===== src/rtl/lruwb_pkg.sv =====
// Shared types, constants and widths for the LRU write-back cache.
package lruwb_pkg;

  // Default sizes handed to the top level parameters.
  localparam int DEF_CACHE_ENTRIES = 8;
  localparam int DEF_MEM_WORDS     = 1024;

  // Fixed field widths of the request and result channels.
  localparam int DATA_W  = 32;
  localparam int ADDR_W  = 16;

  // Configuration port layout.
  localparam int CFG_IDX_W  = 2;
  localparam int CFG_DATA_W = 11;
  localparam int CAP_W      = 4;
  localparam int MSIZE_W    = 11;

  // Register indexes of the configuration port.
  localparam logic [CFG_IDX_W-1:0] CFG_CAPACITY = 2'd0;
  localparam logic [CFG_IDX_W-1:0] CFG_MEM_SIZE = 2'd1;

  // Register reset values.
  localparam logic [CAP_W-1:0]   CAP_RESET   = 4'd8;
  localparam logic [MSIZE_W-1:0] MSIZE_RESET = 11'd1024;

  // Command codes.
  localparam logic CMD_READ  = 1'b0;
  localparam logic CMD_WRITE = 1'b1;

  // Summary of a tag lookup, as seen by the controller.
  typedef struct packed {
    logic hit;    // address is held in a valid entry
    logic room;   // occupancy is below the effective capacity
    logic empty;  // no entry is occupied
  } lookup_t;

  // Update applied to the tag and rank state when a request completes.
  typedef enum logic [1:0] {
    UPD_NONE,
    UPD_HIT,
    UPD_ALLOC,
    UPD_EVICT
  } upd_kind_e;

endpackage


===== src/rtl/lruwb_tag_array.sv =====
// Entry tags, recency ranks and occupancy, with parallel lookup and LRU update.
module lruwb_tag_array #(
  parameter int NUM_ENTRIES = lruwb_pkg::DEF_CACHE_ENTRIES,
  parameter int AW          = $clog2(lruwb_pkg::DEF_MEM_WORDS)
) (
  input  logic                                                   clk_i,
  input  logic                                                   rst_ni,
  input  logic [lruwb_pkg::CAP_W-1:0]                            cap_i,
  input  logic [AW-1:0]                                          lookup_addr_i,
  output lruwb_pkg::lookup_t                                     lookup_o,
  output logic [(NUM_ENTRIES > 1 ? $clog2(NUM_ENTRIES) : 1)-1:0] hit_slot_o,
  output logic [(NUM_ENTRIES > 1 ? $clog2(NUM_ENTRIES) : 1)-1:0] victim_slot_o,
  output logic [(NUM_ENTRIES > 1 ? $clog2(NUM_ENTRIES) : 1)-1:0] alloc_slot_o,
  output logic [AW-1:0]                                          victim_tag_o,
  input  lruwb_pkg::upd_kind_e                                   upd_i,
  input  logic [(NUM_ENTRIES > 1 ? $clog2(NUM_ENTRIES) : 1)-1:0] upd_slot_i,
  input  logic [AW-1:0]                                          upd_tag_i
);
  import lruwb_pkg::*;

  localparam int SW   = (NUM_ENTRIES > 1) ? $clog2(NUM_ENTRIES) : 1;
  localparam int CW   = $clog2(NUM_ENTRIES + 1);
  localparam int CMPW = ((CW > CAP_W) ? CW : CAP_W) + 1;

  logic [AW-1:0]   tag_q  [NUM_ENTRIES];
  logic [SW-1:0]   rank_q [NUM_ENTRIES];
  logic [SW-1:0]   rank_d [NUM_ENTRIES];
  logic [CW-1:0]   occ_q, occ_d;
  logic [NUM_ENTRIES-1:0] valid;
  logic [SW-1:0]   last_rank;
  logic [SW-1:0]   limit;
  logic [CMPW-1:0] cap_eff;
  logic            hit;

  assign last_rank = SW'(occ_q - CW'(1));

  // Effective capacity: register value clamped to the number of entries.
  always_comb begin
    if (CMPW'(cap_i) > CMPW'(NUM_ENTRIES)) begin
      cap_eff = CMPW'(NUM_ENTRIES);
    end else begin
      cap_eff = CMPW'(cap_i);
    end
  end

  // Parallel tag and rank compare; the lowest matching slot wins.
  always_comb begin
    hit           = 1'b0;
    hit_slot_o    = '0;
    victim_slot_o = '0;
    for (int i = NUM_ENTRIES - 1; i >= 0; i--) begin
      valid[i] = CW'(i) < occ_q;
      if (valid[i] && tag_q[i] == lookup_addr_i) begin
        hit        = 1'b1;
        hit_slot_o = SW'(i);
      end
      if (valid[i] && rank_q[i] == last_rank) begin
        victim_slot_o = SW'(i);
      end
    end
  end

  assign victim_tag_o   = tag_q[victim_slot_o];
  assign alloc_slot_o   = occ_q[SW-1:0];
  assign lookup_o.hit   = hit;
  assign lookup_o.room  = CMPW'(occ_q) < cap_eff;
  assign lookup_o.empty = occ_q == '0;

  // Recency update: entries more recent than the touched one age by a step.
  always_comb begin
    occ_d = occ_q;
    case (upd_i)
      UPD_HIT:   limit = rank_q[upd_slot_i];
      UPD_EVICT: limit = last_rank;
      default:   limit = '0;
    endcase
    for (int i = 0; i < NUM_ENTRIES; i++) begin
      rank_d[i] = rank_q[i];
      if (upd_i != UPD_NONE && valid[i] &&
          (upd_i == UPD_ALLOC || rank_q[i] < limit)) begin
        rank_d[i] = rank_q[i] + SW'(1);
      end
    end
    if (upd_i != UPD_NONE) begin
      rank_d[upd_slot_i] = '0;
    end
    if (upd_i == UPD_ALLOC) begin
      occ_d = occ_q + CW'(1);
    end
  end

  always_ff @(posedge clk_i or negedge rst_ni) begin
    if (!rst_ni) begin
      occ_q <= '0;
      for (int i = 0; i < NUM_ENTRIES; i++) begin
        rank_q[i] <= '0;
      end
    end else begin
      occ_q <= occ_d;
      for (int i = 0; i < NUM_ENTRIES; i++) begin
        rank_q[i] <= rank_d[i];
      end
    end
  end

  // A new address is recorded on allocation or replacement.
  always_ff @(posedge clk_i) begin
    if (upd_i == UPD_ALLOC || upd_i == UPD_EVICT) begin
      tag_q[upd_slot_i] <= upd_tag_i;
    end
  end

endmodule


===== config.mk =====
export PLATFORM = sky130hd
export DESIGN_NAME = lruwb_tag_array
export DESIGN_NICKNAME = d
export VERILOG_FILES = /design/src/rtl/lruwb_pkg.sv /design/src/rtl/lruwb_tag_array.sv
export SDC_FILE = /design/constraint.sdc
export NUM_CORES = 1
export LEC_CHECK = 0
export BUFFER_PORTS_ARGS = -buffer_cell sky130_fd_sc_hd__buf_2
export CELL_PAD_IN_SITES_DETAIL_PLACEMENT = 1
export CELL_PAD_IN_SITES_GLOBAL_PLACEMENT = 2
export CORE_MARGIN = 5
export CORE_UTILIZATION = 42
export CTS_BUF_LIST = sky130_fd_sc_hd__clkbuf_2 sky130_fd_sc_hd__clkbuf_4 sky130_fd_sc_hd__clkbuf_8
export CTS_CLUSTER_DIAMETER = 80
export DETAILED_ROUTE_END_ITERATION = 7
export PLACE_DENSITY_LB_ADDON = 0.1
export SYNTH_ARGS = -nofsm -noshare
export SYNTH_HDL_FRONTEND = slang
export SYNTH_SLANG_ARGS = --single-unit

===== constraint.sdc =====
create_clock -name clk_i -period 5.3 [get_ports clk_i]
set_clock_uncertainty 0.1 [all_clocks]
set_input_delay 1.06 -clock clk_i [delete_from_list [all_inputs] [get_ports clk_i]]
set_output_delay 1.06 -clock clk_i [all_outputs]
set_load 0.02 [all_outputs]

; ---- Word level (Yosys, flattened, before mapping)
; Memory sizes are Yosys's and may differ from the RTL's.
; Index checks and enable logic that the tools add are counted.
[word_totals]
regBits = 28
latch_bits = 0
mem_bits_rw = 80
romBits = 0
input_bits = 31
out_inout_bits = 22
mem_count = 1
[mem_list]
columns = memory, words, word_bits, read_ports, rd_clocked_by_memory_dff, write_ports, line_no
row1 = tag_q, 8, 10, 9, 0, 1, lruwb_tag_array.sv:25  ; logic [AW-1:0] tag_q [NUM_ENTRIES];
[op_classes]
add_sub_neg = 10
multipliers = 0
n_div = 0
magnitude_cmp = 20
n_eq_ne = 19
n_shift = 0
muxes = 42
bitwise_logic = 3
n_reduce_logical = 44
[op_table]
columns = op, n
row1 = 2-to-1 mux 3 bit, 27
row2 = equality test 10 bit, 8
row3 = logical AND 1 bit, 33
row4 = "adder 3 x 1 -> 3 bit, second input constant", 8
row5 = AND 24 bit, 1
row6 = equality test 3 bit, 8
row7 = less-than comparator 3 bit, 8
row8 = 2-to-1 mux 24 bit, 1
row9 = inverter 24 bit, 1
row10 = "less-than comparator 3 x 4 -> 1 bit, first input constant", 4
row11 = 2-to-1 mux 1 bit, 10
row12 = binary-select mux 3 bit (select 3 bit), 1
row13 = demux 3 bit (select 3 bit), 1
row14 = logical OR 1 bit, 9
row15 = "less-than comparator 1 x 4 -> 1 bit, first input constant", 2
row16 = "less-than comparator 2 x 4 -> 1 bit, first input constant", 2
row17 = case mux 3 bit (2 select lines), 1
row18 = "adder 4 x 1 -> 4 bit, second input constant", 1
row19 = "equality test 2 bit, second input constant", 2
row20 = "greater-or-equal comparator 4 bit, second input constant", 1
row21 = "greater-than comparator 4 bit, second input constant", 1
row22 = zero test 4 bit, 1
row23 = "less-than comparator 4 x 1 -> 1 bit, second input constant", 1
row24 = less-than comparator 4 bit, 1
row25 = other kinds (5), 5

; ---- Depth between registers and ports, before layout
; Gate-level depths: netlist of run 1.
; An unclocked memory read counts as a cell.
[logic_depth]
word_depth = 12
ltp_mapped = 15
mapped_depth_nobuf = 13

; ---- Worst setup path after synthesis of run 1
; OpenSTA, ideal clock, no wires.
[synth_path]
path_kind = register to output
startpoint = register occ_q[0]
endpoint = output victim_tag_o[8]
arrival_ns = 3.227
t_required_ns = 4.140
setup_slack_ns = 0.913
path_stages_with_launch = 13
cell_sequence = dfrtp_1 -> buf_4 -> inv_1 -> ha_1 -> buf_4 -> xnor2_1 -> or3_1 -> o221a_1 -> o31a_1 -> nor2b_4 -> mux2i_1 -> or4_1 -> a31oi_1
[synth_between]
elab_chain_cells = 12
elab_cells_between_ends = 34
classes_between = add/sub (1) / order compare (8) / eq/ne (8) / mux (8) / reduce/logical (8) / memory (1)
[synth_rtl]
columns = item, line_no
row1 = "start, declared", lruwb_tag_array.sv:28  ; logic [CW-1:0] occ_q, occ_d;
row2 = "start signal, assigned", lruwb_tag_array.sv:94  ; occ_q <= '0;
row3 = "start signal, assigned", lruwb_tag_array.sv:99  ; occ_q <= occ_d;
row4 = subtractor 3 x 1 -> 3 bit (*), lruwb_tag_array.sv:35  ; assign last_rank = SW'(occ_q - CW'(1));
row5 = net last_rank[0], lruwb_tag_array.sv:30  ; logic [SW-1:0] last_rank;
row6 = equality test 3 bit, lruwb_tag_array.sv:57  ; if (valid[i] && rank_q[i] == last_rank) begin
row7 = logical AND 1 bit, lruwb_tag_array.sv:57
row8 = 2-to-1 mux 3 bit (7 in a row), lruwb_tag_array.sv:57
row9 = 2-to-1 mux 3 bit (*), lruwb_tag_array.sv:57
row10 = memory (8 x 10 bit) (*), -
row11 = "end, declared", lruwb_tag_array.sv:14  ; output logic [AW-1:0] victim_tag_o,
; Mark *: on every way through the listed nets, which the timed path passes. The rest lies on a longest branch.

; ---- Worst setup path after layout of run 1
[layout_path]
startpoint = register occ_q[1]
endpoint = output victim_tag_o[8]
[layout_between]
elab_chain_cells = 12
elab_cells_between_ends = 34
classes_between = add/sub (1) / order compare (8) / eq/ne (8) / mux (8) / reduce/logical (8) / memory (1)
[layout_rtl]
columns = item, line_no
row1 = subtractor 3 x 1 -> 3 bit, lruwb_tag_array.sv:35
row2 = equality test 3 bit, lruwb_tag_array.sv:57
row3 = logical AND 1 bit, lruwb_tag_array.sv:57
row4 = 2-to-1 mux 3 bit (7 in a row), lruwb_tag_array.sv:57
row5 = 2-to-1 mux 3 bit (*), lruwb_tag_array.sv:57
row6 = memory (8 x 10 bit) (*), -
; Mark *: on every way between the ends. The rest lies on a longest branch, timed or not.

==> reports/metrics.cfg, run 1 <==
[die]
fp.dieH_um = 139
core_mm2 = 0.0165
die_width_um = 139
rows = 47
start_util_pct = 42.4
num_io_pins = 53
dieArea_mm2 = 0.0193

[sta]
finalSetupViolCount = 0
min_period_ns = 5.12
setup_slack_ns = 0.184
fmax_mhz = 195
rsz0062_at_grt = no
finalSetupTns_ns = 0
worstMarginPinSlew_ns = 1.29
relSlewSlack_pct = 13.9
finalHoldViolCount = 0
finalCritPeriodShare_pct = 96.5
slew_viol_final = 0

[worst_setup_path]
critPathKind = flip-flop to output port
critPathLaunchType = flip-flop
crit_path_start = occ_q[1]
cp.depth = 12
arrival_ns = 3.96
path_buf_inv = 3
reg2reg_depth = 9
cp.required_ns = 4.14
crit_chain = inv_1 -> ha_2 -> xnor2_1 -> or3_1 -> o221a_1 -> o31a_1 -> nor2b_4 -> buf_4 -> mux2_2 -> nand3_1 -> a31oi_1 -> buf_2
ff2ff_setup_slack_ns = 1.92
r2r-start = rank_q[4]
cp_slowest_stage_delay_ns = 0.53
cp_max_fo = 14
slowest_stage = ha_2
endpoint_kind = output port
critPathTopFamily = simple AND/OR/NAND/NOR gates

[clocking]
hold_buffers = 0
root_buffer = clkbuf_8
numCtsBuffers = 9
cts_sinks = 108
clk_pin_slew_ns = 0.11
clock_latency_ns = 0.38
clockBufferDepth = 2
cts_tree = yes
htree_levels = 3

[layout]
num-fill-cells = 1824
fin_cells = 915
layout.nets = 751
diodes = 0
area_growth_pct = 10.2
drive_gt1_share_pct = 15.0
fin_area_mm2 = 0.00770

[yosys]
yosys.area.top_type_share_pct = 34.4
synth_nets = 714
synth_most_common_cell = edfxtp_1
muxShareOfSynthArea_pct = 6.07
ys_seq_area_share_pct = 44.4
ys_ff_latch = 108
synth-simple-area-share_pct = 13.4
synth_edf_count = 80
synth_xor_area_share_pct = 16.1
synth_flop_cell = edfxtp_1
ys_types = 56
synth_cells = 653
synth-compound-area-share_pct = 10.9
syn-mean-instance-area_um2 = 10.7
synthTopCellsByCount = edfxtp_1, xnor2_1, xor2_1, nor2_1, nand2_1
synth_top_family_by_area = XOR/XNOR gates
syn_area_mm2 = 0.00699
synth_area_leader_cell = edfxtp_1
yosys_warnings = 0
synthAdderAreaFrac_pct = 5.37
synthArstFlopShare_pct = 25.9
synth.area.top_cells = edfxtp_1, dfrtp_1, xnor2_1

[grt]
grt_pass1_wl_um = 34600
antenna_found_initial = 0
grt_use_met2_pct = 35.2
grt.busiest_layer = met1
overflow = 0
grt_pass1_vias = 5599
grt_max_degree = 29
grt_use_met1_pct = 35.8
grt.total_usage_pct = 23.5
grt.met3_usage_pct = 4.24

[worst_hold_path]
hold_start = occ_q[0]
holdPathStages = 2
hp-class = flip-flop to flip-flop

[status]
status = finished, final reports clean

[placed_design]
place_congestion = 0.934
dp_cells = 899
io_buffer_count = 52
place_ws_ns = 0.456
place_area_mm2 = 0.00746
post-dp-hpwl_um = 17200

[route]
antenna_left = 0
wl_per_cell_um = 24.6
drc = 0
viasPerCell = 5.81
drt-total-wl_um = 22500
first_pass_iters = 5
num_vias = 5318
drtIter0Drc = 433

[job]
cap_violations = 0

-- registers in the layout, indices dropped and copies added, names as in the netlist --
register / count
tag_q: 80
rank_q: 24
occ_q: 4
-- cell usage in the layout, fill, tap and decap left out, drive strengths merged, types with 22 or more instances in the layout --
| master | n |
|---|---|
| o21ai | 27 |
| xnor2 | 60 |
| dfrtp | 28 |
| edfxtp | 80 |
| xor2 | 52 |
| buf | 67 |
| nor3 | 23 |
| ha | 30 |
| mux2i | 30 |
| a21oi | 25 |
| nand2 | 35 |
| nor2 | 44 |
| inv | 22 |
-- cell families after synthesis --
kind of cell,Yosys count
and+or+nand+nor,184
xor gates and xnor gates,118
AOI/OAI and AO/OA,114
DFF,108
buffers and inverters,61
muxes,38
adders and majority gates,30
-- metal layers --
layer	vias to the layer above	wire length [µm]	share of wire, %
li1	2442	-	-
met3	15	1350	6.0
met4	0	219	0.97
met5	-	0	0
met1	2697	11000	49
met2	164	9880	44
-- stage by stage --
| step | utilization (%) | hold WS, ns |
|---|---|---|
| 2_1_floorplan | - | 0.473 |
| 3_3_place_gp | 45.3 | 0.475 |
| 3_5_place_dp | 45.3 | 0.476 |
| 4_1_cts | 46.6 | 0.493 |
| 5_1_grt | 46.7 | 0.518 |
| 6_report | 46.7 | 0.487 |
-- worst paths after layout --
check                                  end
setup reg to reg                 rank_q[8]
hold / removal                    occ_q[0]
setup / recovery           victim_tag_o[8]
max in group asynchronous         occ_q[1]
hold reg to reg                   occ_q[0]
min in group asynchronous        rank_q[6]
-- worst register-to-register path: cells and delay by family, from the launching register on --
kind            cells  cell delay (ns)
mux                 2             0.79
flops               1             0.52
fa+ha+maj           1             0.23
compound gates      4             1.02
buf+inv             1             0.25
simple gates        1             0.39
-- timing repair --
action | 4_1_cts | 5_1_grt
gates resized for setup | 1 | 3
setup buffers | 0 | 0
setup endpoints to repair | 1 | 10
gates cloned | 0 | 0
-- area by class of cell --
| cell class | instances | area, µm² | share of cell area [%] |
|---|---|---|---|
| Multi-Input combinational cell | 484 | 3660 | 47.5 |
| Sequential cell | 108 | 3100 | 40.3 |
| Timing Repair Buffer | 67 | 373 | 4.84 |
| Tap cell | 220 | 275 | 3.58 |
| Clock buffer | 10 | 131 | 1.71 |
| Clock inverter | 6 | 82.6 | 1.07 |
| Inverter | 20 | 75.1 | 0.975 |
Power of run 1 is left out: the tool's default activity adds up to more than one toggle a clock period on the data nets, which glitch-free logic cannot reach.
==> run 2, diff against run 1 <==
--- a/config.mk
+++ b/config.mk
@@ -13,7 +13,7 @@
 export CTS_BUF_LIST = sky130_fd_sc_hd__clkbuf_2 sky130_fd_sc_hd__clkbuf_4 sky130_fd_sc_hd__clkbuf_8
 export CTS_CLUSTER_DIAMETER = 80
 export DETAILED_ROUTE_END_ITERATION = 7
-export PLACE_DENSITY_LB_ADDON = 0.1
+export PLACE_DENSITY = 0.89
 export SYNTH_ARGS = -nofsm -noshare
 export SYNTH_HDL_FRONTEND = slang
 export SYNTH_SLANG_ARGS = --single-unit
==> constraint.sdc (replaced) <==
create_clock -name clk_i -period 5.25 [get_ports clk_i]
set_clock_uncertainty 0.1 [all_clocks]
set_input_delay 1.05 -clock clk_i [delete_from_list [all_inputs] [get_ports clk_i]]
set_output_delay 1.05 -clock clk_i [all_outputs]
set_load 0.02 [all_outputs]
==> run 2 against run 1 <==
  * Via count rose by 0.62%
  * Critical path depth fell by 1
  * Largest cell class unchanged
  * Count of clock-buffer cells in the layout did not move
  * First-iteration DRC count rose by 35%
  * Global-route usage fell by 0.46 points
  * Sequential share of layout area rose by 0.33 points
==> reports/metrics.cfg, run 2 (synthesized netlist as in run 1, its figures left out) <==
[placed_design]
post-dp-hpwl_um = 16600
place_congestion = 0.910
place_ws_ns = 0.491
place_area_mm2 = 0.00743
io_buffer_count = 52

[clocking]
clock_latency_ns = 0.39
cts_tree = yes
cts_setup_buffers = 0
htree_levels = 3
cts-resized-gates = 0
numCtsBuffers = 9
clockBufferDepth = 2
clk_pin_slew_ns = 0.11
hold_buffers = 0
root_buffer = clkbuf_8
cts_sinks = 108

[layout]
area_growth_pct = 9.28
largest_reg_flops = 80
mostFrequentLayoutCell = edfxtp_1
fin_area_mm2 = 0.00763
top_register = tag_q
layout.nets = 748
drive_gt1_share_pct = 14.2
diodes = 0
top_regs = tag_q (80), rank_q (24), occ_q (4)
layout_common_cells = edfxtp_1, xnor2_1, xor2_1, buf_2, nor2_1

[route]
wl_per_cell_um = 24.1
first_pass_iters = 5
num_vias = 5351
drtIter0Drc = 584
drc = 0
viasPerCell = 5.87
antenna_left = 0
drt-total-wl_um = 22000

[grt]
grt.total_usage_pct = 23.0
antenna_found_initial = 0
overflow = 0
grt_pass1_vias = 5720
grt_max_degree = 29
grt_pass1_wl_um = 34600

[worst_setup_path]
arrival_ns = 3.93
crit_chain = inv_1 -> ha_2 -> xor3_1 -> or4_1 -> and2_1 -> o311a_1 -> buf_4 -> a221oi_1 -> o21ai_0 -> nand2_1 -> buf_2
cp_slowest_stage_delay_ns = 0.52
slowest_stage = or4_1
critPathLaunchType = flip-flop
endpoint_kind = output port
cp.required_ns = 4.10
cp_max_fo = 13
critPathKind = flip-flop to output port

[die]
rows = 47
core_mm2 = 0.0165
fp.dieH_um = 139
dieArea_mm2 = 0.0193
num_io_pins = 53
die_width_um = 139
start_util_pct = 42.4

[worst_hold_path]
hp-class = flip-flop to flip-flop

[sta]
finalSetupViolCount = 0
finalSetupTns_ns = 0
finalHoldViolCount = 0
relSlewSlack_pct = 15.4
worstMarginPinSlew_ns = 1.26
finalCritPeriodShare_pct = 96.8
rsz0062_at_grt = no
setup_slack_ns = 0.169
fmax_mhz = 197
min_period_ns = 5.08
slew_viol_final = 0

[job]
cap_violations = 0

[status]
status = finished, final reports clean

run 2: critical path: cells and delay by family (launching register included):
family | cells | cell delay (ns)
xor+xnor | 1 | 0.51
fa+ha+maj | 1 | 0.32
compound gates | 3 | 0.80
flops | 1 | 0.50
buf+inv | 3 | 0.57
simple gates | 3 | 0.84
run 2: routing by layer:
layer	wire length [µm]	part of all wire [%]	GRT usage [%]	vias up
met2	10100	46	35.3	172
met3	1210	5.5	3.38	32
met4	570	2.6	8.19	0
met5	0	0	0	-
li1	-	-	-	2428
met1	10100	46	33.2	2719
run 2: final timing paths:
| path | slack [ns] | start | cells after the start | to |
|---|---|---|---|---|
| max in group asynchronous | 3.99 | rst_ni | 1 | rank_q[22] |
| worst min register to register | 0.49 | occ_q[0] | 2 | occ_q[0] |
| worst min-delay path | 0.49 | occ_q[0] | 2 | occ_q[0] |
| min in group asynchronous | 0.59 | rst_ni | 1 | rank_q[19] |
| worst max register to register | 2.00 | rank_q[1] | 9 | rank_q[8] |
| worst max-delay path | 0.17 | occ_q[1] | 11 | victim_tag_o[7] |
run 2: through the flow:
| stage | hold slack [ns] | util (%) | cells |
|---|---|---|---|
| 5_1_grt | 0.531 | 46.4 | 912 |
| 6_report | 0.494 | 46.4 | 912 |
| 4_1_cts | 0.499 | 46.3 | 912 |
| 2_1_floorplan | 0.473 | - | 653 |
| 3_3_place_gp | 0.466 | 45.1 | 896 |
| 3_5_place_dp | 0.484 | 45.1 | 896 |
run 2: layout make-up:
type	instances	area, µm²
fill	1828	8830
multi-input combinational	484	3640
sequential	108	3100
timing repair buffer	64	354
tap	220	275
clock buffer	10	131
inverter	20	75.1
clock inverter	6	53.8
Power of run 2 is left out for the same reason.
