File: src/rtl/lruwb_pkg.sv
// Shared types, constants and widths for the LRU write-back cache.
package lruwb_pkg;

  // Default sizes handed to the top level parameters.
  localparam int DEF_CACHE_ENTRIES = 8;
  localparam int DEF_MEM_WORDS     = 1024;

  // Fixed field widths of the request and result channels.
  localparam int DATA_W  = 32;
  localparam int ADDR_W  = 16;

  // Configuration port layout.
  localparam int CFG_IDX_W  = 2;
  localparam int CFG_DATA_W = 11;
  localparam int CAP_W      = 4;
  localparam int MSIZE_W    = 11;

  // Register indexes of the configuration port.
  localparam logic [CFG_IDX_W-1:0] CFG_CAPACITY = 2'd0;
  localparam logic [CFG_IDX_W-1:0] CFG_MEM_SIZE = 2'd1;

  // Register reset values.
  localparam logic [CAP_W-1:0]   CAP_RESET   = 4'd8;
  localparam logic [MSIZE_W-1:0] MSIZE_RESET = 11'd1024;

  // Command codes.
  localparam logic CMD_READ  = 1'b0;
  localparam logic CMD_WRITE = 1'b1;

  // Summary of a tag lookup, as seen by the controller.
  typedef struct packed {
    logic hit;    // address is held in a valid entry
    logic room;   // occupancy is below the effective capacity
    logic empty;  // no entry is occupied
  } lookup_t;

  // Update applied to the tag and rank state when a request completes.
  typedef enum logic [1:0] {
    UPD_NONE,
    UPD_HIT,
    UPD_ALLOC,
    UPD_EVICT
  } upd_kind_e;

endpackage

File: src/rtl/lruwb_data_mem.sv
// Cache entry data memory, one write and one registered read port.
module lruwb_data_mem #(
  parameter int DEPTH = lruwb_pkg::DEF_CACHE_ENTRIES
) (
  input  logic                                       clk_i,
  input  logic                                       rd_en_i,
  input  logic [(DEPTH > 1 ? $clog2(DEPTH) : 1)-1:0] rd_addr_i,
  output logic [lruwb_pkg::DATA_W-1:0]               rd_data_o,
  input  logic                                       wr_en_i,
  input  logic [(DEPTH > 1 ? $clog2(DEPTH) : 1)-1:0] wr_addr_i,
  input  logic [lruwb_pkg::DATA_W-1:0]               wr_data_i
);
  import lruwb_pkg::*;

  logic [DATA_W-1:0] mem [DEPTH];

  // Write port.
  always_ff @(posedge clk_i) begin
    if (wr_en_i) begin
      mem[wr_addr_i] <= wr_data_i;
    end
  end

  // Read data holds until the next read is issued.
  always_ff @(posedge clk_i) begin
    if (rd_en_i) begin
      rd_data_o <= mem[rd_addr_i];
    end
  end

endmodule

File: config.mk
export PLATFORM = sky130hd
export DESIGN_NAME = lruwb_data_mem
export DESIGN_NICKNAME = d
export VERILOG_FILES = /design/src/rtl/lruwb_pkg.sv /design/src/rtl/lruwb_data_mem.sv
export SDC_FILE = /design/constraint.sdc
export NUM_CORES = 1
export LEC_CHECK = 0
export BUFFER_PORTS_ARGS = -buffer_cell sky130_fd_sc_hd__buf_2
export CAP_MARGIN = 0
export CORE_UTILIZATION = 54
export DETAILED_ROUTE_END_ITERATION = 12
export PLACE_DENSITY_LB_ADDON = 0.2
export SYNTH_ARGS = -nofsm -noshare
export SYNTH_HDL_FRONTEND = slang
export SYNTH_SLANG_ARGS = --single-unit
File: constraint.sdc
create_clock -name clk_i -period 2.7 [get_ports clk_i]
set_input_delay 0.135 -clock clk_i [delete_from_list [all_inputs] [get_ports clk_i]]
set_output_delay 0.135 -clock clk_i [all_outputs]
set_load 0.01 [all_outputs]
After elaboration in Yosys (flattened, before gate mapping)
Memories as Yosys holds them, arrays and structs flattened. A register that Yosys moved wholly into a read port is not among the register bits.
Index checks and enable logic that the tools add are counted.
{ "totals": {"elab_cells": 3, "out_inout_bits": 32, "inputBits": 41, "register_bits": 0, "ramBits": 256, "mem_count": 1} }
{ "memory_table": {"columns": ["name", "depth", "width", "rd", "rd_ports_with_merged_regs", "wr", "line", "text"], "rows": [
  ["mem", 8, 32, 1, 1, 1, "lruwb_data_mem.sv:15", "logic [DATA_W-1:0] mem [DEPTH];"]
]} }
{ "op_classes": {"mux": 2} }
{ "op_table": {"columns": ["op", "n"], "rows": [
  ["$mux W1", 2]
]} }

Depth between registers and ports, before layout
Gate-level depths: netlist (run 1).
{ "depth": {"depth_word": 2, "ltp_mapped": 4, "ltp_nobuf": 2} }

Least setup slack after synthesis (run 1)
OpenSTA, ideal clock, no wires.
{ "synth_path": {"path_type": "input-to-reg", "start": "in wr_addr_i[2] (netlist bit)", "end": "mem mem[0][0] (enable)", "path_slack_ns": -0.282, "t_arrival_ns": 2.521, "path_stages": 2, "path_buffers": 0, "setup_time_ns": 0.461, "required_ns": 2.239, "cell_sequence": "nand2b_1 -> nor3_1"} }
{ "synth_lines": {"columns": ["element", "line", "text"], "rows": [
  ["from (decl)", "lruwb_data_mem.sv:10", "input logic [(DEPTH > 1 ? $clog2(DEPTH) : 1)-1:0] wr_addr_i,"],
  ["to (decl)", "lruwb_data_mem.sv:15", null]
]} }
Straight into the memory's write port.

==> flow_metrics.py, run 1 <==
metrics = {
    "clock_tree": {
        "cts_resized": 0,
        "cts_root_buffer": "clkbuf_16",
        "clock_path_buffers": 3,
        "clock-sinks": 288,
        "cts_tree": "yes",
        "htree_levels": 1,
        "cts-buffers-inserted": 28,
        "cts_setup_buffers": 0,
        "clk_pin_slew_worst_paths_ns": 0.06,
        "clock_latency_ns": 0.53,
    },
    "final_layout": {
        "post-route-cell-area_um2": 12800,
        "drive_above_1_share_pct": 33.80,
        "fin_nets": 591,
        "area_delta_synth_final_pct": 18.63,
        "final_cells": 837,
        "fillers": 1320,
    },
    "sta": {
        "period_needed_ns": 1.410,
        "hold_violations": 0,
        "tightestPinTransition_ns": 1.021,
        "relSlewSlack_pct": 31.91,
        "fin_worst_skew_ns": 0.006887,
        "timing.setup.tns_ns": 0,
        "fin_crit_sh_pct": 52.23,
        "fmax_ghz": 0.7091,
        "drv_slew": 0,
        "rsz0062_at_grt": "no",
        "finalSetupViolCount": 0,
        "whs_ns": 0.2406,
    },
    "die": {
        "pin_count": 73,
        "rows": 51,
        "die_w_um": 143.3,
        "dieArea_um2": 20540,
        "start_util_pct": 55.24,
        "core_area_um2": 19530,
        "die_h_um": 143.3,
    },
    "route": {
        "drtPass1Iterations": 4,
        "drtAntennaViolNets": 0,
        "drc": 0,
        "num_vias": 4726,
        "vias_per_cell": 5.646,
        "drt_iter0_markers": 236,
        "drt-total-wl_um": 19030,
        "wire_per_inst_um": 22.74,
    },
    "global_route": {
        "grt_pass1_vias": 4986,
        "grt.met1_usage_pct": 26.72,
        "grtUsageMet2_pct": 32.99,
        "grt_util_all_layers_pct": 19.66,
        "top_usage_layer": "met2",
        "grt_max_degree": 65,
        "antenna_found_initial": 2,
        "grt_use_met3_pct": 3.699,
        "grt_pass1_wl_um": 28840,
        "overflow": 0,
    },
    "yosys": {
        "synth-main-ff-cell": "edfxtp_1",
        "synth_nets": 456,
        "synthTopCellsByArea": "edfxtp_1, mux4_1, mux4_2",
        "synth_top_area_share_pct": 80.18,
        "ys_seq_elements": 288,
        "synthArstFlopShare_pct": 0,
        "yosysWarnings": 0,
        "netlist_area_um2": 10790,
        "synth-edff-count": 288,
        "yosysSeqAreaShare_pct": 80.18,
        "synth_common_cells": "edfxtp_1, mux4_1, mux2_2",
        "syn_avg_cell_area_um2": 25.99,
        "ys_types": 12,
        "synth_most_common_cell": "edfxtp_1",
        "syn-instance-count": 415,
        "synth_top_area_cell": "edfxtp_1",
    },
    "power": {
        "ir_drop_uv": 690.3,
        "p_comb_share_pct": 5.5,
        "netSwitchingFraction_pct": 19.61,
        "p_leak_nw": 4.324,
        "p_int_w": 0.007506,
        "pwr-share-clk_pct": 39.4,
        "power.density_nw_per_um2": 729.7,
        "power_frac_seq_pct": 55.1,
        "p_switching_w": 0.001831,
    },
    "worst_setup_path": {
        "cp_max_fo": 1,
        "arrival_ns": 1.69,
        "cp.required_ns": 2.98,
        "critPathCaptureType": "flip-flop",
        "startpoint_type": "flip-flop",
        "crit_buf_inv": 0,
        "critPathKind": "reg -> reg",
        "worst-r2r-setup-slack_ns": 1.29,
        "slowest_stage": "mux4_1",
        "critPathTopFamily": "multiplexers",
        "cp_slowest_stage_delay_ns": 0.52,
        "crit_path_cell_trace": "mux4_1 -> mux2_2",
    },
    "placed_design": {
        "dp_hpwl_um": 10200,
        "gp_congestion": 0.7216,
        "place_inst": 753,
        "port_buffers": 72,
        "placed_area_um2": 11600,
    },
    "min_path": {
        "hold_path.class": "in -> reg",
    },
    "job": {
        "max-cap-violations": 0,
    },
    "status": {
        "status": "complete, no violations",
    },
}
==> tightest hold or removal path: cells and delay by family <==
| family | cells | cell delay [ns] |
|---|---|---|
| simple gates | 1 | 0.06 |
| buf+inv | 2 | 0.38 |
==> cells in the final DEF (no fill, tap or decap), drive strengths merged <==
master / count
clkbuf: 37
bufinv: 2
buf: 91
dlygate4sd3: 32
edfxtp: 288
nand2: 2
nand2b: 3
nor3: 2
mux4: 64
clkinvlp: 1
nor2: 6
diode: 1
mux2: 32
clkinv: 11
==> final timing paths <==
check                                   from            end  cells past startpoint
worst max-delay path               mem[1][4]   rd_data_o[4]                      2
worst min-delay path            wr_addr_i[1]      mem[0][9]                      3
worst max register to register     mem[1][4]   rd_data_o[4]                      2
worst min register to register    mem[7][23]  rd_data_o[23]                      2
==> registers in the layout (all words and copies together) (netlist names) <==
| name | flops |
|---|---|
| rd_data_o | 32 |
| mem | 256 |
==> per-stage QoR <==
stage | util (%) | setup slack [ns] | total power [W]
2_1_floorplan | - | 0.5753 | 0.005510
3_3_place_gp | 59.41 | 0.8704 | 0.005700
3_5_place_dp | 59.41 | 0.8626 | 0.005725
4_1_cts | 65.52 | 1.290 | 0.009435
5_1_grt | 65.53 | 1.237 | 0.009630
6_report | 65.53 | 1.290 | 0.009337
==> power groups by stage <==
stage / combinational (W) / sequential (W) / clock [W]
4_1_cts: 0.000519 / 0.00515 / 0.00377
6_report: 0.000509 / 0.00515 / 0.00368
5_1_grt: 0.000550 / 0.00516 / 0.00392
3_5_place_dp: 0.000481 / 0.00524 / 0
2_1_floorplan: 0.000256 / 0.00525 / 0
3_3_place_gp: 0.000465 / 0.00523 / 0
==> cell type report <==
type	count	area, um2	share of cell area [%]
Antenna cell	1	2.502	0.01956
Clock buffer	37	755.7	5.906
Clock inverter	14	116.4	0.9094
Multi-Input combinational cell	109	2078	16.24
Sequential cell	288	8648	67.59
Tap cell	265	331.6	2.591
Timing Repair Buffer	123	863.3	6.747
==> cells by family after synthesis <==
logic type	Yosys count	share of synthesized area, %
and+or+nand+nor	13	0.5452
DFF	288	80.18
buffers and inverters	18	1.183
muxes	96	18.10
==> metal layers <==
layer / vias to the layer above / wire length [um]
met5: - / 13
met4: 2 / 429
met3: 33 / 967
met2: 123 / 9606
met1: 2480 / 8017
li1: 2088 / -
==> timing repair <==
item,4_1_cts,5_1_grt
endpoints found under the setup margin,0,0
hold endpoints to repair,256,0
hold buffers,32,0
No activity file was read; power rests on OpenSTA's default activity.
==> run 2, diff against run 1 <==
clock period = 1.1 ns   (was 2.7 ns; I/O delays follow)
==> flow_metrics.py, run 2 (synthesis gave the netlist of run 1 again) <==
metrics = {
    "job": {
        "max-cap-violations": 0,
    },
    "sta": {
        "timing.setup.tns_ns": -8.508,
        "fmax_ghz": 0.7199,
        "period_needed_ns": 1.389,
        "timing.final.ws_setup_ns": -0.2891,
        "whs_ns": 0.01999,
        "fin_worst_skew_ns": 0.01713,
        "relSlewSlack_pct": 83.49,
        "finalSetupViolCount": 43,
        "fin_crit_sh_pct": 126.3,
        "tightestPinTransition_ns": 0.2477,
        "hold_violations": 0,
        "rsz0062_at_grt": "yes",
        "drv_slew": 0,
    },
    "die": {
        "dieArea_um2": 20540,
        "die_w_um": 143.3,
        "rows": 51,
        "core_area_um2": 19530,
        "start_util_pct": 55.24,
        "die_h_um": 143.3,
        "pin_count": 73,
    },
    "final_layout": {
        "multi_input_area_um2": 2057,
        "layout.cells.most_common_list": "edfxtp_1, buf_2, mux4_2, dlygate4sd3_1, clkbuf_16",
        "drive_above_1_share_pct": 43.20,
        "largest_reg_flops": 256,
        "regMostFlops": "mem",
        "area_delta_synth_final_pct": 21.77,
        "final_util_pct": 67.27,
        "post-route-cell-area_um2": 13140,
        "final_common_cell": "edfxtp_1",
        "diodes": 0,
        "seqCellArea_um2": 8648,
        "fillers": 1300,
        "reg_top3": "mem: 256 flops, rd_data_o: 32 flops",
        "fin_nets": 608,
    },
    "route": {
        "drtPass1Iterations": 4,
        "drtAntennaViolNets": 0,
        "wire_per_inst_um": 22.49,
        "drt-total-wl_um": 19190,
        "num_vias": 4745,
        "vias_per_cell": 5.563,
        "drc": 0,
        "drt_iter0_markers": 344,
    },
    "global_route": {
        "top_usage_layer": "met2",
        "overflow": 0,
        "antenna_found_initial": 0,
        "grt_util_all_layers_pct": 19.96,
        "grt_pass1_wl_um": 29330,
        "grt_use_met3_pct": 3.166,
        "grt_max_degree": 33,
        "grt_pass1_vias": 4973,
        "grtUsageMet2_pct": 33.27,
        "grt.met1_usage_pct": 28.02,
    },
    "clock_tree": {
        "clock-sinks": 288,
        "htree_levels": 1,
        "cts_root_buffer": "clkbuf_16",
        "clk_pin_slew_worst_paths_ns": 0.06,
        "cts_tree": "yes",
        "clock_path_buffers": 3,
        "cts_setup_buffers": 0,
        "clock_latency_ns": 0.53,
        "cts-buffers-inserted": 28,
    },
    "min_path": {
        "hold_path.class": "in -> reg",
    },
    "worst_setup_path": {
        "critPathCaptureType": "flip-flop",
        "arrival_ns": 1.67,
        "cp_slowest_stage_delay_ns": 0.49,
        "critPathKind": "reg -> reg",
        "slowest_stage": "mux4_2",
        "startpoint_type": "flip-flop",
        "crit_path_cell_trace": "mux4_2 -> mux2_4",
        "cp_max_fo": 1,
        "cp.required_ns": 1.38,
    },
    "power": {
        "power.density_nw_per_um2": 1778,
        "p_leak_nw": 4.446,
        "ir_drop_uv": 1202,
    },
    "placed_design": {
        "dp_hpwl_um": 10860,
        "gp_congestion": 0.7147,
        "port_buffers": 72,
        "pre_cts_slack_ns": -0.4887,
        "placed_area_um2": 11850,
    },
    "status": {
        "status": "finished, violations left",
        "failed_checks": "negative setup slack",
    },
}
[run 2: changes by cell type in the layout (fill, tap and decap cells not counted), sizes merged]
cell      delta
buf         +17
clkbuf       -1
bufinv       +1
clkinvlp     -1
clkinv       +1
diode        -1
[run 2: cell type report]
class                   count  area share, %
flip-flops and latches    288          65.84
multi-input cells         109          15.66
repair buffers            140          9.164
clock buffers              36          5.725
well taps                 265          2.524
clock inverters            15          1.086
[run 2: timing repair]
item,4_1_cts,5_1_grt
gates resized for setup,23,5
hold buffers,32,0
setup endpoints to repair,55,62
endpoints found under the hold margin,256,0
[run 2: path summary, 6_finish.rpt]
path / slack (ns) / to / startpoint / cells past startpoint
setup reg to reg: -0.29 / rd_data_o[1] / mem[7][1] / 2
hold / removal: 0.02 / rd_data_o[25] / rd_en_i / 2
hold reg to reg: 0.75 / rd_data_o[25] / mem[6][25] / 2
setup / recovery: -0.29 / rd_data_o[1] / mem[7][1] / 2
[run 2: stage by stage]
| step | power [W] | std cells |
|---|---|---|
| detailed placement | 0.01421 | 770 |
| finish | 0.02335 | 853 |
| floorplan | 0.01361 | 415 |
| CTS | 0.02356 | 853 |
| global placement | 0.01415 | 770 |
| global route | 0.02414 | 853 |
[run 2: power breakdown]
part	switching (W)	internal (W)	total, W	leakage, nW
Combinational	0.000694	0.000789	0.00148	1.37
Sequential	0.0000995	0.0125	0.0126	2.64
Clock	0.00373	0.00550	0.00923	0.441
[run 2: routing by layer]
metal / wire length, um / up-vias
li1: - / 2081
met1: 7940 / 2490
met2: 9735 / 148
met3: 1214 / 26
met4: 296 / 0
met5: 0 / -
[run 2: critical path, delay by kind of cell (launching register included)]
kind,cells,cell delay [ns]
flops,1,0.38
mux,2,0.77
==> run 3, diff against run 2 <==
--- a/config.mk
+++ b/config.mk
@@ -7,5 +7,6 @@
 export LEC_CHECK = 0
+export ABC_AREA = 1
 export BUFFER_PORTS_ARGS = -buffer_cell sky130_fd_sc_hd__buf_2
 export CAP_MARGIN = 0
-export CORE_UTILIZATION = 54
+export CORE_UTILIZATION = 55
 export DETAILED_ROUTE_END_ITERATION = 12
--- a/constraint.sdc
+++ b/constraint.sdc
@@ -3,2 +3,2 @@
 set_output_delay 0.055 -clock clk_i [all_outputs]
-set_load 0.01 [all_outputs]
+set_load 0.005 [all_outputs]
==> flow_metrics.py, run 3 <==
metrics = {
    "status": {
        "status": "finished, violations left",
        "failed_checks": "negative setup slack",
    },
    "placed_design": {
        "port_buffers": 72,
        "gp_congestion": 0.8102,
        "pre_cts_slack_ns": -0.07213,
        "dp_hpwl_um": 14730,
        "place_inst": 1508,
    },
    "min_path": {
        "hold_end": "rd_data_o[25]",
        "min-delay-start": "rd_en_i",
        "hold_depth": 2,
        "hold_path.class": "in -> reg",
    },
    "die": {
        "dieArea_um2": 22770,
        "core_area_um2": 21760,
        "die_h_um": 150.9,
        "pin_count": 73,
        "die_w_um": 150.9,
        "rows": 54,
        "start_util_pct": 56.04,
    },
    "final_layout": {
        "regMostFlops": "mem",
        "largest_reg_flops": 256,
        "area_delta_synth_final_pct": 18.91,
        "reg_top3": "mem: 256 flops, rd_data_o: 32 flops",
        "final_common_cell": "nand2_1",
        "layout.cells.most_common_list": "nand2_1, edfxtp_1, inv_1, nand3_1, buf_2",
        "final_cells": 1592,
        "fillers": 1627,
        "seqCellArea_um2": 8648,
        "diodes": 0,
        "final_util_pct": 66.64,
        "multi_input_area_um2": 2332,
        "drive_above_1_share_pct": 13.72,
        "fin_nets": 1332,
    },
    "worst_setup_path": {
        "r2r_cells": 6,
        "cp_slowest_stage_delay_ns": 0.42,
        "arrival_ns": 1.10,
        "timing.rr.start": "mem[7][31]",
        "cp_max_fo": 1,
        "r2r_end": "rd_data_o[31]",
        "worst-r2r-setup-slack_ns": 0.10,
        "cp.required_ns": 1.04,
        "startpoint_type": "flip-flop",
        "critPathTopFamily": "flip-flops",
        "slowest_stage": "edfxtp_1",
        "crit_path_cell_trace": "buf_2",
        "critPathCaptureType": "output port",
        "crit_buf_inv": 1,
        "critPathKind": "reg -> out",
    },
    "yosys": {
        "synthArstFlopShare_pct": 0,
        "synth_top_area_cell": "edfxtp_1",
        "netlist_area_um2": 12190,
        "yosysWarnings": 0,
        "synthTopCellsByArea": "edfxtp_1, nand2_1, inv_1",
        "synth_nets": 1197,
        "synth-edff-count": 288,
        "syn-instance-count": 1156,
        "synth-main-ff-cell": "edfxtp_1",
        "ys_types": 11,
        "syn_avg_cell_area_um2": 10.55,
        "ys_seq_elements": 288,
        "synth_common_cells": "nand2_1, edfxtp_1, inv_1",
        "yosysSeqAreaShare_pct": 70.93,
        "synth_most_common_cell": "nand2_1",
        "synth_top_area_share_pct": 70.93,
    },
    "sta": {
        "fin_crit_sh_pct": 104.7,
        "rsz0062_at_grt": "yes",
        "hold_violations": 0,
        "period_needed_ns": 1.151,
        "drv_slew": 0,
        "fin_worst_skew_ns": 0.008428,
        "timing.final.ws_setup_ns": -0.05119,
        "relSlewSlack_pct": 78.90,
        "finalSetupViolCount": 16,
        "fmax_ghz": 0.8687,
        "tightestPinTransition_ns": 0.3165,
        "timing.setup.tns_ns": -0.5105,
        "whs_ns": 0.01226,
    },
    "clock_tree": {
        "cts_tree": "yes",
        "htree_levels": 1,
        "cts_resized": 0,
        "cts-buffers-inserted": 29,
        "clk_pin_slew_worst_paths_ns": 0.06,
        "clock-sinks": 288,
        "clock_latency_ns": 0.53,
        "clock_path_buffers": 3,
        "cts_setup_buffers": 0,
        "cts_root_buffer": "clkbuf_16",
    },
    "global_route": {
        "grt_pass1_wl_um": 39470,
        "grt_pass1_vias": 7538,
        "overflow": 0,
        "antenna_found_initial": 0,
        "grt_max_degree": 33,
        "grt_util_all_layers_pct": 23.05,
    },
    "route": {
        "drc": 0,
        "drt-total-wl_um": 25100,
        "vias_per_cell": 4.897,
        "num_vias": 7796,
        "drtAntennaViolNets": 0,
        "drtPass1Iterations": 5,
        "drt_iter0_markers": 488,
        "wire_per_inst_um": 15.76,
    },
    "job": {
        "max-cap-violations": 0,
    },
    "power": {
        "p_leak_nw": 6.609,
        "power.density_nw_per_um2": 1624,
        "ir_drop_uv": 1357,
    },
}
==> run 3: per-layer routing <==
layer / routed length, um / vias to the layer above / global-route usage, %
met1: 10690 / 3674 / 30.38
li1: - / 3882 / -
met2: 12590 / 209 / 40.05
met5: 0 / - / 0
met4: 407 / 0 / 6.300
met3: 1405 / 31 / 3.253
==> run 3: layout make-up <==
class	count	share of cell area, %
Inverter	262	6.809
Multi-Input combinational cell	558	16.09
Timing Repair Buffer	152	8.923
Tap cell	280	2.416
Clock buffer	34	5.135
Clock inverter	18	0.9838
Sequential cell	288	59.65
==> run 3: logic make-up after synthesis <==
group / Yosys count / synth area share, %
flops: 288 / 70.93
simple gates: 558 / 18.49
buf+inv: 310 / 10.58
==> run 3: what timing repair did <==
action / CTS / global route
setup endpoints to repair: 19 / 31
hold buffers: 32 / 0
endpoints found under the hold margin: 256 / 0
==> run 3: power breakdown <==
| part | switching, W | leakage [nW] | internal [W] |
|---|---|---|---|
| logic | 0.00107 | 3.53 | 0.000648 |
| registers | 0.000107 | 2.64 | 0.0125 |
| clock network | 0.00390 | 0.435 | 0.00528 |
==> run 3: stage by stage <==
step	power, W	cell area (um2)
CTS	0.02370	14500
detailed placement	0.01451	13290
global placement	0.01445	13290
floorplan	0.01377	12270
finish	0.02354	14500
global route	0.02436	14500
==> run 3: how the worst max path moves through the flow <==
stage,startpoint,to,depth (start not counted)
floorplan,wr_addr_i[1],mem[0][0],3
global placement,rd_addr_i[1],rd_data_o[21],7
detailed placement,rd_addr_i[0],rd_data_o[2],8
CTS,rd_data_o[29],rd_data_o[29],1
global route,rd_data_o[31],rd_data_o[31],1
finish,rd_data_o[31],rd_data_o[31],1
